$ cat src/hdl/cau_pkg.sv
// Shared types, constants and helper functions of the complex arithmetic unit.
`default_nettype none

package cau_pkg;

   localparam int WORD_BITS  = 32;
   localparam int FRAC_BITS  = 16;
   localparam int ACT_BITS   = 3;
   localparam int PROD_BITS  = 2 * WORD_BITS;
   localparam int SUM_BITS   = PROD_BITS + 1;
   localparam int DIV_STEPS  = PROD_BITS + FRAC_BITS + 1;
   localparam int SQRT_STEPS = WORD_BITS;
   localparam int QUO_BITS   = WORD_BITS + 2;
   localparam int REQ_DATA_BITS = 4 * WORD_BITS;
   localparam int RSP_DATA_BITS = ((2 * WORD_BITS + 1 + 7) / 8) * 8;

   localparam logic [PROD_BITS-1:0] HALF_LSB = (PROD_BITS'(1) << FRAC_BITS) >> 1;
   localparam logic [PROD_BITS-1:0] NEG_LIMIT = PROD_BITS'(1) << (WORD_BITS - 1);
   localparam logic [PROD_BITS-1:0] POS_LIMIT = NEG_LIMIT - PROD_BITS'(1);
   localparam logic [WORD_BITS-1:0] WORD_MAX = {1'b0, {(WORD_BITS-1){1'b1}}};
   localparam logic [WORD_BITS-1:0] WORD_MIN = {1'b1, {(WORD_BITS-1){1'b0}}};

   typedef enum logic [ACT_BITS-1:0] {
      ACT_ADD = 3'd0,
      ACT_SUB = 3'd1,
      ACT_MUL = 3'd2,
      ACT_DIV = 3'd3,
      ACT_EQ  = 3'd4,
      ACT_MAG = 3'd5
   } action_type;

   typedef enum logic [1:0] {
      STAT_OK       = 2'd0,
      STAT_DIV_ZERO = 2'd1,
      STAT_SAT      = 2'd2
   } status_type;

   // Per-item result and control that travels beside the datapath
   typedef struct packed {
      logic                 is_mul;
      logic                 is_div;
      logic                 is_mag;
      logic                 dz;
      logic                 nr;
      logic                 ni;
      logic [WORD_BITS-1:0] re;
      logic [WORD_BITS-1:0] im;
      status_type           status;
      logic                 eq;
   } side_type;

   // One lane of the restoring divider
   typedef struct packed {
      logic [PROD_BITS-1:0] num;
      logic [PROD_BITS-1:0] rem;
      logic [QUO_BITS-1:0]  q;
      logic                 big;
   } div_lane_type;

   // Digit-by-digit square root state
   typedef struct packed {
      logic [PROD_BITS-1:0] x;
      logic [WORD_BITS+1:0] rem;
      logic [WORD_BITS-1:0] root;
   } sqrt_lane_type;

   typedef struct packed {
      logic                 sat;
      logic [WORD_BITS-1:0] value;
   } clamp_type;

   // Clamp a sign and magnitude into the signed word range
   function automatic clamp_type clamp_word(input logic neg, input logic [PROD_BITS-1:0] mag);
      clamp_type c;
      c.sat = 1'b0;
      if (neg) begin
         if (mag > NEG_LIMIT) begin
            c.sat   = 1'b1;
            c.value = WORD_MIN;
         end else begin
            c.value = WORD_BITS'(PROD_BITS'(0) - mag);
         end
      end else begin
         if (mag > POS_LIMIT) begin
            c.sat   = 1'b1;
            c.value = WORD_MAX;
         end else begin
            c.value = mag[WORD_BITS-1:0];
         end
      end
      return c;
   endfunction

   // Clamp a one-bit-wider signed sum into the word range
   function automatic clamp_type sat_sum(input logic [WORD_BITS:0] s);
      clamp_type c;
      c.sat   = (s[WORD_BITS] != s[WORD_BITS-1]);
      c.value = s[WORD_BITS-1:0];
      if (c.sat) begin
         c.value = s[WORD_BITS] ? WORD_MIN : WORD_MAX;
      end
      return c;
   endfunction

endpackage

`default_nettype wire

$ cat src/hdl/cau_back.sv
// Back end: quotient rounding, division status and the result output register.
`default_nettype none

module cau_back (
   input  logic                          clock,
   input  logic                          reset,
   input  logic                          adv,
   input  logic                          in_valid,
   input  cau_pkg::side_type             in_side,
   input  cau_pkg::div_lane_type         in_lane_re,
   input  cau_pkg::div_lane_type         in_lane_im,
   output logic                          out_valid,
   output logic [cau_pkg::WORD_BITS-1:0] out_re,
   output logic [cau_pkg::WORD_BITS-1:0] out_im,
   output cau_pkg::status_type           out_status,
   output logic                          out_eq
);
   import cau_pkg::*;

   logic [QUO_BITS:0]    q_re_inc, q_im_inc;
   clamp_type            c_re, c_im;
   logic                 sat;
   logic [WORD_BITS-1:0] re_in, im_in;
   status_type           status_in;

   logic                 valid_ff;
   logic [WORD_BITS-1:0] re_ff, im_ff;
   status_type           status_ff;
   logic                 eq_ff;

   // Round quotients half away from zero, then clamp
   always_comb begin
      q_re_inc = ({1'b0, in_lane_re.q} + (QUO_BITS+1)'(1)) >> 1;
      q_im_inc = ({1'b0, in_lane_im.q} + (QUO_BITS+1)'(1)) >> 1;
      c_re = clamp_word(in_side.nr, PROD_BITS'(q_re_inc));
      c_im = clamp_word(in_side.ni, PROD_BITS'(q_im_inc));
      if (in_lane_re.big) begin
         c_re.sat   = 1'b1;
         c_re.value = in_side.nr ? WORD_MIN : WORD_MAX;
      end
      if (in_lane_im.big) begin
         c_im.sat   = 1'b1;
         c_im.value = in_side.ni ? WORD_MIN : WORD_MAX;
      end
      sat = c_re.sat || c_im.sat;

      re_in     = in_side.re;
      im_in     = in_side.im;
      status_in = in_side.status;
      if (in_side.is_div) begin
         if (in_side.dz) begin
            re_in     = '0;
            im_in     = '0;
            status_in = STAT_DIV_ZERO;
         end else begin
            re_in     = c_re.value;
            im_in     = c_im.value;
            status_in = sat ? STAT_SAT : STAT_OK;
         end
      end
   end

   // Hold the result until the receiver takes it
   always_ff @(posedge clock) begin
      if (reset) begin
         valid_ff <= 1'b0;
      end else if (adv) begin
         valid_ff <= in_valid;
      end
   end

   always_ff @(posedge clock) begin
      if (adv) begin
         re_ff     <= re_in;
         im_ff     <= im_in;
         status_ff <= status_in;
         eq_ff     <= in_side.eq;
      end
   end

   assign out_valid  = valid_ff;
   assign out_re     = re_ff;
   assign out_im     = im_ff;
   assign out_status = status_ff;
   assign out_eq     = eq_ff;

endmodule

`default_nettype wire

$ cat config.mk
export PLATFORM = sky130hd
export DESIGN_NAME = cau_back
export DESIGN_NICKNAME = d
export VERILOG_FILES = /design/src/hdl/cau_pkg.sv /design/src/hdl/cau_back.sv
export SDC_FILE = /design/constraint.sdc
export NUM_CORES = 1
export LEC_CHECK = 0
export ABC_AREA = 1
export BUFFER_PORTS_ARGS = -buffer_cell sky130_fd_sc_hd__clkbuf_2
export CORE_AREA = 3 3 182 184
export DETAILED_ROUTE_END_ITERATION = 10
export DIE_AREA = 0 0 185 187
export MAX_ROUTING_LAYER = met4
export PLACE_DENSITY = 0.5
export SYNTH_ARGS = -nofsm -noshare
export SYNTH_HDL_FRONTEND = slang
export SYNTH_SLANG_ARGS = --single-unit
$ cat constraint.sdc
create_clock -name clock -period 5.4 [get_ports clock]
set_input_delay 1.08 -clock clock [delete_from_list [all_inputs] [get_ports clock]]
set_output_delay 1.08 -clock clock [all_outputs]
set_load 0.05 [all_outputs]
; Word-level counts from Yosys, hierarchy flattened
; Index checks and enable logic that the tools add are counted.
[totals]
register_bits = 68
inputBits = 403
output_inout_bits = 68
wordCells = 35
[classes]
addsub = 4
order_cmp = 4
mux = 21
reduce_logical = 1
[ops]
columns = cell, count
row1 = 32-bit 2-to-1 mux, 10
row2 = 33-bit 2-to-1 mux, 4
row3 = "34-bit by 1-bit adder with 35-bit output, second input constant", 2
row4 = "34-bit by 31-bit > comparator with 1-bit output, second input constant", 2
row5 = "34-bit by 32-bit > comparator with 1-bit output, second input constant", 2
row6 = "1-bit by 32-bit subtractor with 32-bit output, first input constant", 2
row7 = 2-bit 2-to-1 mux, 3
row8 = 1-bit 2-to-1 mux, 4
row9 = 1-bit logical OR, 1

; Longest topological paths before layout
[depth]
word_depth = 9
mapped_depth = 20
mapped_depth_nobuf = 20

; Worst setup path after synthesis
; Ideal clock, no wire load.
[synth_path]
kind = input to register
from = in in_lane_im[1] (netlist name)
to = reg status_ff[1], in the netlist out_status[1], data pin
setup_ps = 252
arrival_time_ps = 2941
required_ps = 5148
slack_ps = 2207
cell_stages = 14
path_buffers = 0
path_cell_list = ha_1 xnor2_1 ha_1 nand3_4 nor2_4 nand2_2 nor2_4 nand3_4 nor2_4 nand2_2 nand3_1 nand4_1 nand2_1 nand2_1
[synth_via]
elab_chain_len = 9
elab_cells_between_ends = 11
cone_classes = add/sub: 1 / order compare: 2 / mux: 7 / reduce/logical: 1
[synth_rtl]
columns = element, line_no
row1 = "start, declared", cau_back.sv:11  ; input cau_pkg::div_lane_type in_lane_im,
row2 = 34-bit by 1-bit adder with 35-bit output (*), cau_back.sv:34  ; q_im_inc = ({1'b0, in_lane_im.q} + (QUO_BITS+1)'(1)) >> 1;
row3 = 34-bit by 31-bit > comparator with 1-bit output / 34-bit by 32-bit > comparator with 1-bit output (equally long branches), "cau_pkg.sv:84, cau_pkg.sv:77"
row4 = 1-bit 2-to-1 mux (on tied branches), "cau_pkg.sv:84, cau_pkg.sv:77"
row5 = 33-bit 2-to-1 mux (*), cau_pkg.sv:76  ; if (neg) begin
row6 = 33-bit 2-to-1 mux (*), cau_back.sv:41  ; if (in_lane_im.big) begin
row7 = 1-bit logical OR (*), cau_back.sv:45  ; sat = c_re.sat || c_im.sat;
row8 = 2-bit 2-to-1 mux (*), cau_back.sv:58  ; status_in = sat ? STAT_SAT : STAT_OK;
row9 = 2-bit 2-to-1 mux (*), cau_back.sv:51  ; if (in_side.dz) begin
row10 = 2-bit 2-to-1 mux (*), cau_back.sv:50  ; if (in_side.is_div) begin
row11 = net status_in[1], cau_back.sv:24  ; status_type status_in;
row12 = "end signal, assigned", cau_back.sv:76  ; status_ff <= status_in;
row13 = "end, declared", cau_back.sv:28  ; status_type status_ff;
; Mark *: on every way through the listed nets, which the timed path passes. The rest lies on a longest branch.
; A chain may end at the register's enable or synchronous reset.

; Worst setup path after layout
[layout_path]
from = in in_lane_re[1] (netlist name)
to = reg re_ff[13], in the netlist out_re[13], data pin
[layout_via]
elab_chain_len = 7
elab_cells_between_ends = 10
cone_classes = add/sub: 2 / order compare: 2 / mux: 6
[layout_rtl]
columns = element, line_no
row1 = "start, declared", cau_back.sv:10  ; input cau_pkg::div_lane_type in_lane_re,
row2 = 34-bit by 1-bit adder with 35-bit output (*), cau_back.sv:33  ; q_re_inc = ({1'b0, in_lane_re.q} + (QUO_BITS+1)'(1)) >> 1;
row3 = "1-bit by 32-bit subtractor with 32-bit output, or another cell as far along", cau_pkg.sv:81  ; c.value = WORD_BITS'(PROD_BITS'(0) - mag);
row4 = 32-bit 2-to-1 mux (on tied branches), "cau_pkg.sv:77, cau_pkg.sv:84"
row5 = 33-bit 2-to-1 mux (*), cau_pkg.sv:76
row6 = 33-bit 2-to-1 mux (*), cau_back.sv:37  ; if (in_lane_re.big) begin
row7 = 32-bit 2-to-1 mux (*), cau_back.sv:51
row8 = 32-bit 2-to-1 mux (*), cau_back.sv:50
row9 = net re_in[13], cau_back.sv:23  ; logic [WORD_BITS-1:0] re_in, im_in;
row10 = "end signal, assigned", cau_back.sv:74  ; re_ff <= re_in;
row11 = "end, declared", cau_back.sv:27  ; logic [WORD_BITS-1:0] re_ff, im_ff;
; Marks and branches as above.

==> impl_metrics.yaml <==
logic_synthesis:
  synth_common_cells: "nand2_1 (571), nor2_1 (152), inv_1 (135)"
  synth.net_count: 1728
  yosys.area.top_type: "nand2_1"
  yosysMostFrequentCell: "nand2_1"
  synth_top_cell_area_share_pct: 27.7
  synth_xor_xnor_area_share_pct: 3.39
  netlist-cell-type-count: 40
  synthAdderAreaFrac_pct: 0.969
  synth-simple-area-share_pct: 53.4
  syn_area_mm2: 0.00775
  synth_seq_cells: 68
  synthCells: 1319
  synthFlopType: "edfxtp_1"
  ys_warn_count: 0
  synth-compound-area-share_pct: 7.86
  synth_top_family_by_area: "simple AND/OR/NAND/NOR gates"
  yosysSeqAreaShare_pct: 26.2
  synth_edf_count: 67
  syn_avg_cell_area_um2: 5.87
  ys_async_sr_fraction_pct: 0
  synth_mux_area_share_pct: 0.129
  synth_area_leaders: "nand2_1 (28%), edfxtp_1 (26%), nor2_1 (7.4%), nand3_1 (6.7%), inv_1 (6.5%)"
sta:
  grt_setup_unrepaired: "no"
  finalWorstPathRequiredPeriod_ns: 3.97
  final.setup.tns_ns: 0
  worstMarginPinSlew_ns: 0.965
  hold_violations: 0
  clock.fmax_mhz: 252
  fin_skew_ns: 0
  relSlewSlack_pct: 35.6
  timing.final.max_slew_violations: 0
  period_share_pct: 73.6
  setup_violations: 0
power_and_ir_drop:
  pwr-share-seq_pct: 35.3
  vdd_drop_max_uv: 137
  internal-power_mw: 1.11
  switching_power_mw: 0.740
  switching_share_pct: 40.0
  clockPowerShare_pct: 30.1
  p_total_mw: 1.85
  p_leak_nw: 4.59
  combPwrFrac_pct: 34.6
  power_density_mw_per_mm2: 194
cts:
  clockBufferDepth: 2
  cts_resized: 0
  ctsRootBufferMaster: "clkbuf_16"
  insertion_delay_ns: 0.33
  htree_levels: 3
  post-cts-setup-buffers: 0
  clock_sinks: 68
  cts_buffers: 9
  path_clk_slew_ns: 0.06
  cts_tree: "built"
  cts-hold-fix-buffers: 0
critical_path:
  cp_data_arrival_time_ns: 4.04
  cp-end-kind: "register"
  cp_max_fo: 15
  path_class: "input pin to register"
  crit_path_start_kind: "input pin"
  crit_required_ns: 5.47
die:
  core_area_mm2: 0.0316
  die_h_um: 187
  num_rows: 65
  io_pins: 471
  die_area_mm2: 0.0346
  die_w_um: 185
  start_util_pct: 24.6
global_route:
  grt_usage_pct: 17.7
  grt_max_degree: 69
  overflow: 0
  grt_pass1_vias: 8384
  antenna_found_initial: 7
  grt_pass1_wl_um: 46700
finish:
  multi_input_area_mm2: 0.00509
  nNetsFinal: 1934
  fillCellCount: 3640
  ff_latch_area_mm2: 0.00203
  drive_above_1_share_pct: 19.9
  syn_to_final_growth_pct: 23.0
  fin_util_pct: 30.2
route:
  wl_per_cell_um: 15.6
  drc: 0
  dr.pass1.iters: 5
  drt-initial-drc-count: 561
  totalWireLength_um: 30200
  vias: 8931
  viasPerCell: 4.61
  ant_nets: 0
run:
  maxCapViolCount: 0
place:
  dp_hpwl_um: 25100
  port_buffers: 212
  gp_congestion: 0.946
status:
  status: "complete, no violations"
hold_path:
  hold_class: "register to register"
-- critical path, stage by stage --
cell and delay [ns]:
clkbuf_2 0.12, ha_1 0.20, nand2_1 0.06, nor2_1 0.18, nand2_2 0.15, nor2_4 0.16
nand2_1 0.08, inv_1 0.08, nand3_1 0.12, xor2_1 0.19, nor2_1 0.23, inv_2 0.11
nand2_1 0.15, nand2_1 0.38, nor3_1 0.60, o21ai_1 0.14
-- metal layers --
metal | up-vias | routed length (um) | global-route usage (%)
met4 | 0 | 493 | 4.18
met2 | 318 | 12400 | 25.1
met3 | 25 | 2130 | 3.36
met1 | 3959 | 15200 | 26.0
li1 | 4629 | - | -
met5 | - | 0 | -
-- through the flow --
stage / cell area [um^2] / setup slack, ns / std cells / hold WS [ns]
3_3_place_gp: 9250 / 1.06 / 1916 / 0.475
2_1_floorplan: 7750 / 2.21 / 1319 / 0.733
6_report: 9530 / 1.43 / 1939 / 0.507
3_5_place_dp: 9250 / 1.06 / 1916 / 0.491
5_1_grt: 9530 / 1.14 / 1939 / 0.587
4_1_cts: 9520 / 1.41 / 1932 / 0.506
-- cells in the final DEF (no fill, tap or decap), types with 2 or more instances in the layout --
master and count:
nand2_1 571, clkbuf_2 211, nor2_1 152, inv_1 134, nand3_1 104, edfxtp_1 67
o21ai_0 51, nand2_2 24, nand4_1 24, a21oi_1 23, xor2_1 22, nor2_4 15
nor3_1 13, nor2_2 12, o21ai_1 9, nand3b_1 9, clkbuf_16 9, xnor2_1 8
diode_2 7, o21bai_1 7, o211ai_1 7, ha_1 6, nand3_2 5, clkinv_1 5
nand2_4 5, buf_4 5, inv_2 3, a31oi_1 3, or2_2 3, nand3_4 3
clkinv_2 3, a21oi_4 2, and2_1 2, and3_1 2, o31ai_1 2, clkinvlp_4 2
-- cell type report --
cell class | instances | area share, %
Tap cell | 402 | 5.28
Clock inverter | 7 | 0.446
Antenna cell | 7 | 0.184
Timing Repair Buffer | 216 | 11.5
Sequential cell | 68 | 21.3
Clock buffer | 9 | 2.36
Multi-Input combinational cell | 1089 | 53.4
Inverter | 141 | 5.55
-- power by group through the flow --
stage / Combinational (mW) / Sequential [mW] / Clock [mW]
2_1_floorplan: 0.242 / 0.836 / 0
3_3_place_gp: 0.639 / 0.663 / 0
3_5_place_dp: 0.641 / 0.663 / 0
4_1_cts: 0.642 / 0.654 / 0.573
5_1_grt: 0.699 / 0.658 / 0.601
6_report: 0.640 / 0.653 / 0.557
-- state kept, by name (all words and copies together) (netlist names) --
| name | cells |
|---|---|
| out_status | 2 |
| out_eq | 1 |
| out_valid | 1 |
| out_im | 32 |
| out_re | 32 |
-- path summary, 6_finish.rpt --
path	slack, ns	depth (start not counted)	startpoint	endpoint
min reg2reg	0.51	2	out_valid	out_valid
min	0.51	2	out_valid	out_valid
max reg2reg	4.82	2	out_valid	out_valid
max	1.43	16	in_lane_re[1]	out_re[13]
-- cell families (layout without fill, tap and decap cells) --
family,after synthesis,after routing
buffers and inverters,162,373
XOR/XNOR,30,30
multiplexers,1,1
other,0,7
flip-flops,68,68
AO/OA/AOI/OAI,107,107
AND/OR/NAND/NOR,945,945
adder cells (fa/ha/maj),6,6
No activity file was read; power rests on OpenSTA's default activity.
